<file path="config.mk">
export PLATFORM = sky130hd
export DESIGN_NAME = fixed_width_int_to_decimal_ascii
export DESIGN_NICKNAME = d
export VERILOG_FILES = /design/src/fwda_pkg.sv /design/src/fixed_width_int_to_decimal_ascii.sv /design/src/fwda_dabble.sv
export SDC_FILE = /design/constraint.sdc
export NUM_CORES = 1
export LEC_CHECK = 0
export BUFFER_PORTS_ARGS = -buffer_cell sky130_fd_sc_hd__buf_2
export CAP_MARGIN = 20
export CORE_UTILIZATION = 30
export DETAILED_ROUTE_END_ITERATION = 16
export HOLD_SLACK_MARGIN = 0.1
export PLACE_DENSITY = 0.5
export SETUP_SLACK_MARGIN = 0.15
export SLEW_MARGIN = 10
export SYNTH_ARGS = -nofsm -noshare
export SYNTH_HDL_FRONTEND = slang
export SYNTH_SLANG_ARGS = --single-unit
</file>
<file path="constraint.sdc">
create_clock -name clk -period 6 [get_ports clk]
set_input_delay 0.6 -clock clk [delete_from_list [all_inputs] [get_ports clk]]
set_output_delay 0.6 -clock clk [all_outputs]
set_load 0.01 [all_outputs]
</file>
<file path="src/fwda_pkg.sv">
// ----------------------------------------------------------------------------
// fwda_pkg
// Types and constants shared by the decimal text converter.
// ----------------------------------------------------------------------------
package fwda_pkg;

    localparam int DIGIT_BITS    = 4;  // one BCD digit
    localparam int STEP_BITS     = 4;  // binary bits folded into the BCD per cycle
    localparam int CHAR_BITS     = 8;
    localparam int CFG_DATA_BITS = 4;  // widest register

    typedef logic [CHAR_BITS-1:0]  char_t;
    typedef logic [DIGIT_BITS-1:0] digit_t;

    localparam char_t CH_ZERO  = 8'h30;
    localparam char_t CH_PLUS  = 8'h2B;
    localparam char_t CH_MINUS = 8'h2D;

    // Add-3 correction keeps each digit below the radix of ten after doubling
    localparam digit_t DABBLE_LIMIT = 4'd5;
    localparam digit_t DABBLE_ADD   = 4'd3;

    typedef enum logic [0:0] {
        REG_FIELD_WIDTH = 1'b0,
        REG_SIGN_MODE   = 1'b1
    } cfg_index_t;

    localparam logic [CFG_DATA_BITS-1:0] FIELD_WIDTH_RST = 4'd10;
    localparam logic                     SIGN_MODE_RST   = 1'b0;

endpackage

</file>
<file path="src/fixed_width_int_to_decimal_ascii.sv">
// ----------------------------------------------------------------------------
// fixed_width_int_to_decimal_ascii
// Converts a signed integer into a fixed-width run of decimal ASCII characters.
// ----------------------------------------------------------------------------
// Usage:
//   Slave stream (s_tvalid/s_tready/s_tdata) takes one two's complement value
//   per request. Master stream (m_tvalid/m_tready/m_tdata/m_tlast) returns
//   field_width characters (clamped to 1..MAX_CHARS), most significant first, m_tlast on the final one.
//   Config channel (cfg_valid/cfg_ready/cfg_index/cfg_data) is always ready;
//   write it only while no value is in flight.
// Timing:
//   After a value is taken the shared BCD unit folds four bits of the
//   magnitude per cycle until all of it is in BCD, then one character
//   loads per cycle into the output register while the receiver is ready;
//   s_tready stays low from the taken value until the last character loads.
// Reset:
//   rst_n clears the sequencer and the output register and sets field_width
//   to 10 and sign_mode to 0.
// Stalls:
//   A held m_tready freezes the pending character; the sequencer waits and
//   nothing is dropped. The next value may be taken while the final
//   character of the previous run still waits in the output register.
// ----------------------------------------------------------------------------
module fixed_width_int_to_decimal_ascii #(
    parameter int VALUE_BITS = 32,
    parameter int MAX_CHARS  = 11
) (
    input  logic                                   clk,
    input  logic                                   rst_n,
    // value (VALUE_BITS, signed), zero padded to whole bytes
    input  logic                                   s_tvalid,
    output logic                                   s_tready,
    input  logic [((VALUE_BITS+7)/8)*8-1:0]        s_tdata,
    // char_code (8)
    output logic                                   m_tvalid,
    input  logic                                   m_tready,
    output logic [fwda_pkg::CHAR_BITS-1:0]         m_tdata,
    output logic                                   m_tlast,
    input  logic                                   cfg_valid,
    output logic                                   cfg_ready,
    input  fwda_pkg::cfg_index_t                   cfg_index,
    input  logic [fwda_pkg::CFG_DATA_BITS-1:0]     cfg_data
);
    import fwda_pkg::*;

    localparam int MAG_BITS = ((VALUE_BITS + STEP_BITS - 1) / STEP_BITS) * STEP_BITS;
    localparam int STEPS    = MAG_BITS / STEP_BITS;
    localparam int SCW      = $clog2(STEPS);
    localparam int BCD_BITS = MAX_CHARS * DIGIT_BITS;
    localparam int CW       = $clog2(MAX_CHARS + 1);
    localparam int DIW      = $clog2(MAX_CHARS);

    typedef enum logic [1:0] {
        ST_IDLE,
        ST_CONV,
        ST_EMIT
    } state_t;

    // Registers
    state_t                     state_reg,     state_next;
    logic [SCW-1:0]             step_cnt_reg,  step_cnt_next;
    logic [DIW-1:0]             idx_reg,       idx_next;
    logic                       sign_pend_reg, sign_pend_next;
    logic                       m_tvalid_reg,  m_tvalid_next;
    char_t                      m_tdata_reg,   m_tdata_next;
    logic                       m_tlast_reg,   m_tlast_next;
    logic [CFG_DATA_BITS-1:0]   field_width_reg;
    logic                       sign_mode_reg;
    logic [MAG_BITS-1:0]        mag_reg;
    logic [BCD_BITS-1:0]        bcd_reg;
    logic                       neg_reg;
    logic                       nodig_reg;

    // Accept-side combinational values
    logic [VALUE_BITS-1:0]      value_w;
    logic                       neg_w;
    logic [VALUE_BITS-1:0]      mag_w;
    logic [CW-1:0]              width_w;
    logic [CW-1:0]              ndig_w;
    logic                       accept_w;
    logic                       slot_free_w;
    logic [BCD_BITS-1:0]        bcd_step_w;
    digit_t                     digit_w;

    assign s_tready  = (state_reg == ST_IDLE);
    assign cfg_ready = 1'b1;
    assign m_tvalid  = m_tvalid_reg;
    assign m_tdata   = m_tdata_reg;
    assign m_tlast   = m_tlast_reg;

    assign accept_w    = s_tvalid && s_tready;
    assign slot_free_w = !m_tvalid_reg || m_tready;

    // Magnitude of the value; the most negative code maps to 2^(VALUE_BITS-1)
    assign value_w = s_tdata[VALUE_BITS-1:0];
    assign neg_w   = value_w[VALUE_BITS-1];
    assign mag_w   = neg_w ? VALUE_BITS'(~value_w + 1'b1) : value_w;

    // Clamp the requested width: zero reads as one, anything past MAX_CHARS saturates
    always_comb
    begin
        if (field_width_reg == '0)
        begin
            width_w = CW'(1);
        end
        else if (int'(field_width_reg) > MAX_CHARS)
        begin
            width_w = CW'(MAX_CHARS);
        end
        else
        begin
            width_w = CW'(field_width_reg);
        end
        ndig_w = width_w - CW'(sign_mode_reg);
    end

    // Shared BCD unit, fed from the top of the magnitude shifter
    fwda_dabble #(
        .NDIG (MAX_CHARS)
    ) u_dabble (
        .bcd_in  (bcd_reg),
        .bits_in (mag_reg[MAG_BITS-1 -: STEP_BITS]),
        .bcd_out (bcd_step_w)
    );

    assign digit_w = bcd_reg[idx_reg*DIGIT_BITS +: DIGIT_BITS];

    // Sequencer next state
    always_comb
    begin
        state_next     = state_reg;
        step_cnt_next  = step_cnt_reg;
        idx_next       = idx_reg;
        sign_pend_next = sign_pend_reg;
        m_tvalid_next  = m_tvalid_reg;
        m_tdata_next   = m_tdata_reg;
        m_tlast_next   = m_tlast_reg;

        // Drop the character once the receiver takes it
        if (m_tvalid_reg && m_tready)
        begin
            m_tvalid_next = 1'b0;
        end

        case (state_reg)
            ST_IDLE:
            begin
                if (accept_w)
                begin
                    state_next     = ST_CONV;
                    step_cnt_next  = SCW'(STEPS - 1);
                    sign_pend_next = sign_mode_reg;
                    idx_next       = DIW'(ndig_w - 1'b1);
                end
            end
            ST_CONV:
            begin
                if (step_cnt_reg == '0)
                begin
                    state_next = ST_EMIT;
                end
                else
                begin
                    step_cnt_next = step_cnt_reg - 1'b1;
                end
            end
            ST_EMIT:
            begin
                if (slot_free_w)
                begin
                    m_tvalid_next = 1'b1;
                    if (sign_pend_reg)
                    begin
                        // Sign leads; it closes the run when no digit follows
                        m_tdata_next   = neg_reg ? CH_MINUS : CH_PLUS;
                        m_tlast_next   = nodig_reg;
                        sign_pend_next = 1'b0;
                    end
                    else
                    begin
                        m_tdata_next = CH_ZERO + char_t'(digit_w);
                        m_tlast_next = (idx_reg == '0);
                        if (idx_reg != '0)
                        begin
                            idx_next = idx_reg - 1'b1;
                        end
                    end
                    if (m_tlast_next)
                    begin
                        state_next = ST_IDLE;
                    end
                end
            end
            default:
            begin
                state_next = ST_IDLE;
            end
        endcase
    end

    // State and registered outputs
    always_ff @(posedge clk or negedge rst_n)
    begin
        if (!rst_n)
        begin
            state_reg     <= ST_IDLE;
            step_cnt_reg  <= '0;
            idx_reg       <= '0;
            sign_pend_reg <= 1'b0;
            m_tvalid_reg  <= 1'b0;
            m_tdata_reg   <= '0;
            m_tlast_reg   <= 1'b0;
        end
        else
        begin
            state_reg     <= state_next;
            step_cnt_reg  <= step_cnt_next;
            idx_reg       <= idx_next;
            sign_pend_reg <= sign_pend_next;
            m_tvalid_reg  <= m_tvalid_next;
            m_tdata_reg   <= m_tdata_next;
            m_tlast_reg   <= m_tlast_next;
        end
    end

    // Configuration registers
    always_ff @(posedge clk or negedge rst_n)
    begin
        if (!rst_n)
        begin
            field_width_reg <= FIELD_WIDTH_RST;
            sign_mode_reg   <= SIGN_MODE_RST;
        end
        else if (cfg_valid && cfg_ready)
        begin
            case (cfg_index)
                REG_FIELD_WIDTH: field_width_reg <= cfg_data;
                REG_SIGN_MODE:   sign_mode_reg   <= cfg_data[0];
                default:         ;
            endcase
        end
    end

    // Datapath: load magnitude on request, then fold it into BCD four bits a cycle
    always_ff @(posedge clk)
    begin
        if (accept_w)
        begin
            mag_reg   <= MAG_BITS'(mag_w);
            bcd_reg   <= '0;
            neg_reg   <= neg_w;
            nodig_reg <= (ndig_w == '0);
        end
        else if (state_reg == ST_CONV)
        begin
            mag_reg <= mag_reg << STEP_BITS;
            bcd_reg <= bcd_step_w;
        end
    end

endmodule

</file>
<file path="src/fwda_dabble.sv">
// ----------------------------------------------------------------------------
// fwda_dabble
// Shift-and-add-3 step: folds STEP_BITS binary bits, MSB first, into a BCD word.
// ----------------------------------------------------------------------------
module fwda_dabble #(
    parameter int NDIG = 11
) (
    input  logic [NDIG*fwda_pkg::DIGIT_BITS-1:0] bcd_in,
    input  logic [fwda_pkg::STEP_BITS-1:0]       bits_in,
    output logic [NDIG*fwda_pkg::DIGIT_BITS-1:0] bcd_out
);
    import fwda_pkg::*;

    localparam int BCD_BITS = NDIG * DIGIT_BITS;

    logic [BCD_BITS-1:0] acc;

    // Carry out of the top digit is dropped: the word keeps value mod 10^NDIG
    always_comb
    begin
        acc = bcd_in;
        for (int b = STEP_BITS - 1; b >= 0; b--)
        begin
            for (int d = 0; d < NDIG; d++)
            begin
                if (acc[d*DIGIT_BITS +: DIGIT_BITS] >= DABBLE_LIMIT)
                begin
                    acc[d*DIGIT_BITS +: DIGIT_BITS] =
                        acc[d*DIGIT_BITS +: DIGIT_BITS] + DABBLE_ADD;
                end
            end
            acc = {acc[BCD_BITS-2:0], bits_in[b]};
        end
        bcd_out = acc;
    end

endmodule

</file>
==> qor.csv <==
metric,value,unit
fin nets,1454,
# port buffers,50,
Rel. slew slack,32.6,%
Worst Clk Skew,0.0111,ns
"Clk pin slew, worst setup/hold paths",0.08,ns
full die area,0.0356,mm^2
initial core utilization,30.4,%
I/O Pins,54,
Commonest cells post-synth,"180 x nand2_1, 134 x o21ai_0, 92 x nor2_1",
post-route clock period utilization,67.3,%
Global Route Usage Sum,15.1,%
area grow syn2layout,8.12,%
number of enable flip-flop cells after synthesis,34,
synth unique cells,102,
yosys warns,0,
first-pass GRT wire length,44900,um
"Hold-fix buffers, CTS",0,
top cell type's share of synthesized area,9.76,%
Worst Max-Slew Pin Slew,1.01,ns
Hold Path Class,input pin to asynchronous set/reset pin,
CP Capture Type,flip-flop,
CTS Root Cell,clkbuf_16,
most common cell in the synthesized netlist,nand2_1,
Final Hold Fails,0,
post-synthesis async set-or-reset flop share,22.8,%
Most used DFF post-synth,dfxtp_1,
final setup fails,0,
Post-CTS Setup Repair Bufs,0,
die height,189,um
worst skew pair latency,0.37,ns
Required @ worst endpoint,6.24,ns
run status,completed,
synth top area cells,"edfxtp_1 9.8%, dfxtp_1 8.4%, nand2_1 6.5%, o21ai_0 6.4%, ha_1 6.0%",
vias in the first global route,9122,
post-DR vias/cell,5.33,
total of max-cap violations,0,
Rows,68,
Avg Inst Size Synth,7.70,um^2
Iter 0 DRT Violations,623,
GP Congestion,0.816,
routed vias,9708,
H-tree Lvls,3,
DR pass1 iterations,5,
cell count after placement,1806,
CP max FO,7,
Fmax achieved,247,MHz
"FF+latch count, synth",101,
ant diodes,0,
sequential area share after synthesis,23.7,%
Worst path slowest cell,o311ai_1,
share of cells above drive strength 1,11.5,%
Layout Cells excl Fill,1822,
core area,0.0345,mm^2
Setup crit start kind,flip-flop,
maximum clock path buffer count,2,
total wire length,27000,um
CTS Sinks,101,
most frequent CP cell,ha_1,
Netlist Area Pre-Place,0.0105,mm^2
Synth area leader,edfxtp_1,
CTS tree,yes,
CTS Buf Count,9,
RSZ-0062 raised after global routing,no,
max incr delay on CP,0.58,ns
global route overflow,0,
min cycle time layout,4.04,ns
Die X,189,um
setup TNS,0,ns
max FFs per register,44,
Post-CTS Resized,0,
Max Slew Vio Count,0,
routed len/inst,14.8,um
pin count of the biggest net entering global routing,71,
number of routed nets with antenna violations,0,
CP Class,flip-flop to flip-flop,
worst path cell trace,inv_1 > ha_1 > and2b_1 > o21ai_0 > nand2_1 > ha_1 > o311ai_1 > nand2_1 > o21ai_1 > xor2_1 > inv_1 > ha_1 > nand2b_1 > a21boi_0 > xnor2_1 > o21ai_0,
Syn Inst Count,1359,
DRC,0,
antenna violations before repair,0,
worst endpoint data arrival time,4.28,ns
Post-DP HPWL,20700,um
[critical path, delay by kind of cell (launching register included)]
| family | cells | cell delay [ns] |
|---|---|---|
| and+or+nand+nor | 4 | 0.66 |
| adders and majority gates | 3 | 0.66 |
| buffers and inverters | 2 | 0.19 |
| xor gates and xnor gates | 2 | 0.53 |
| DFF | 1 | 0.45 |
| AOI/OAI and AO/OA | 5 | 1.44 |
[final timing paths]
| check | cells after the start | to | from | slack (ns) |
|---|---|---|---|---|
| worst min register to register | 2 | bcd_reg[0] | mag_reg[28] | 0.45 |
| worst max-delay path | 16 | bcd_reg[41] | bcd_reg[36] | 1.96 |
| worst max register to register | 16 | bcd_reg[41] | bcd_reg[36] | 1.96 |
| worst min-delay path | 1 | sign_mode_reg | rst_n | 0.20 |
| min in group clk | 2 | bcd_reg[0] | mag_reg[28] | 0.45 |
| max in group asynchronous | 1 | field_width_reg[3] | rst_n | 5.43 |
[cells by family after synthesis]
group / share of synthesized area (%)
AO/OA/AOI/OAI: 30.2
XOR/XNOR: 3.43
adder cells (fa/ha/maj): 5.98
buffers and inverters: 6.08
flip-flops: 23.7
multiplexers: 6.84
other: 0.0718
AND/OR/NAND/NOR: 23.7
[metrics by stage]
| stage | util [%] | worst slack (ns) | hold WS, ns | instance area (um^2) |
|---|---|---|---|---|
| floorplan | - | 2.57 | 0.304 | 10500 |
| global placement | 31.9 | 1.93 | 0.429 | 11000 |
| detailed placement | 31.9 | 1.99 | 0.439 | 11000 |
| CTS | 32.8 | 1.95 | 0.209 | 11300 |
| global route | 32.8 | 1.47 | 0.231 | 11300 |
| finish | 32.8 | 1.96 | 0.201 | 11300 |
[placed cells by master, fill, tap and decap left out, types with 19 or more instances in the layout]
| master | Yosys | final |
|---|---|---|
| a211oi_1 | 34 | 34 |
| a21oi_1 | 74 | 74 |
| and2_1 | 28 | 28 |
| buf_2 | 12 | 50 |
| dfrtp_1 | 21 | 21 |
| dfxtp_1 | 44 | 44 |
| edfxtp_1 | 34 | 34 |
| ha_1 | 50 | 50 |
| inv_1 | 80 | 79 |
| mux2_2 | 21 | 21 |
| mux2i_1 | 27 | 27 |
| nand2_1 | 180 | 179 |
| nand3_1 | 37 | 37 |
| nor2_1 | 92 | 91 |
| nor3_1 | 23 | 23 |
| o211ai_1 | 28 | 28 |
| o21ai_0 | 134 | 134 |
| or2_2 | 19 | 19 |
| or3_1 | 19 | 19 |
| xor2_1 | 28 | 28 |
[area by class of cell]
type                    count  area, um^2
multi-input cells        1115        7360
clock inverters             7        86.3
well taps                 455         569
flip-flops and latches    101        2480
fillers                  3677       23100
inverters                  80         300
clock buffers               9         225
repair buffers             55         288
[per-layer routing]
layer,up-vias,global-route usage [%],wire length (um)
met5,-,0,0
met4,0,2.45,271
met3,14,1.86,777
met2,138,24.6,12000
met1,4533,21.4,13900
li1,5023,-,-
Power is not shown: default switching activity piles up to over one toggle a cycle in this logic, so the estimate is an artifact.
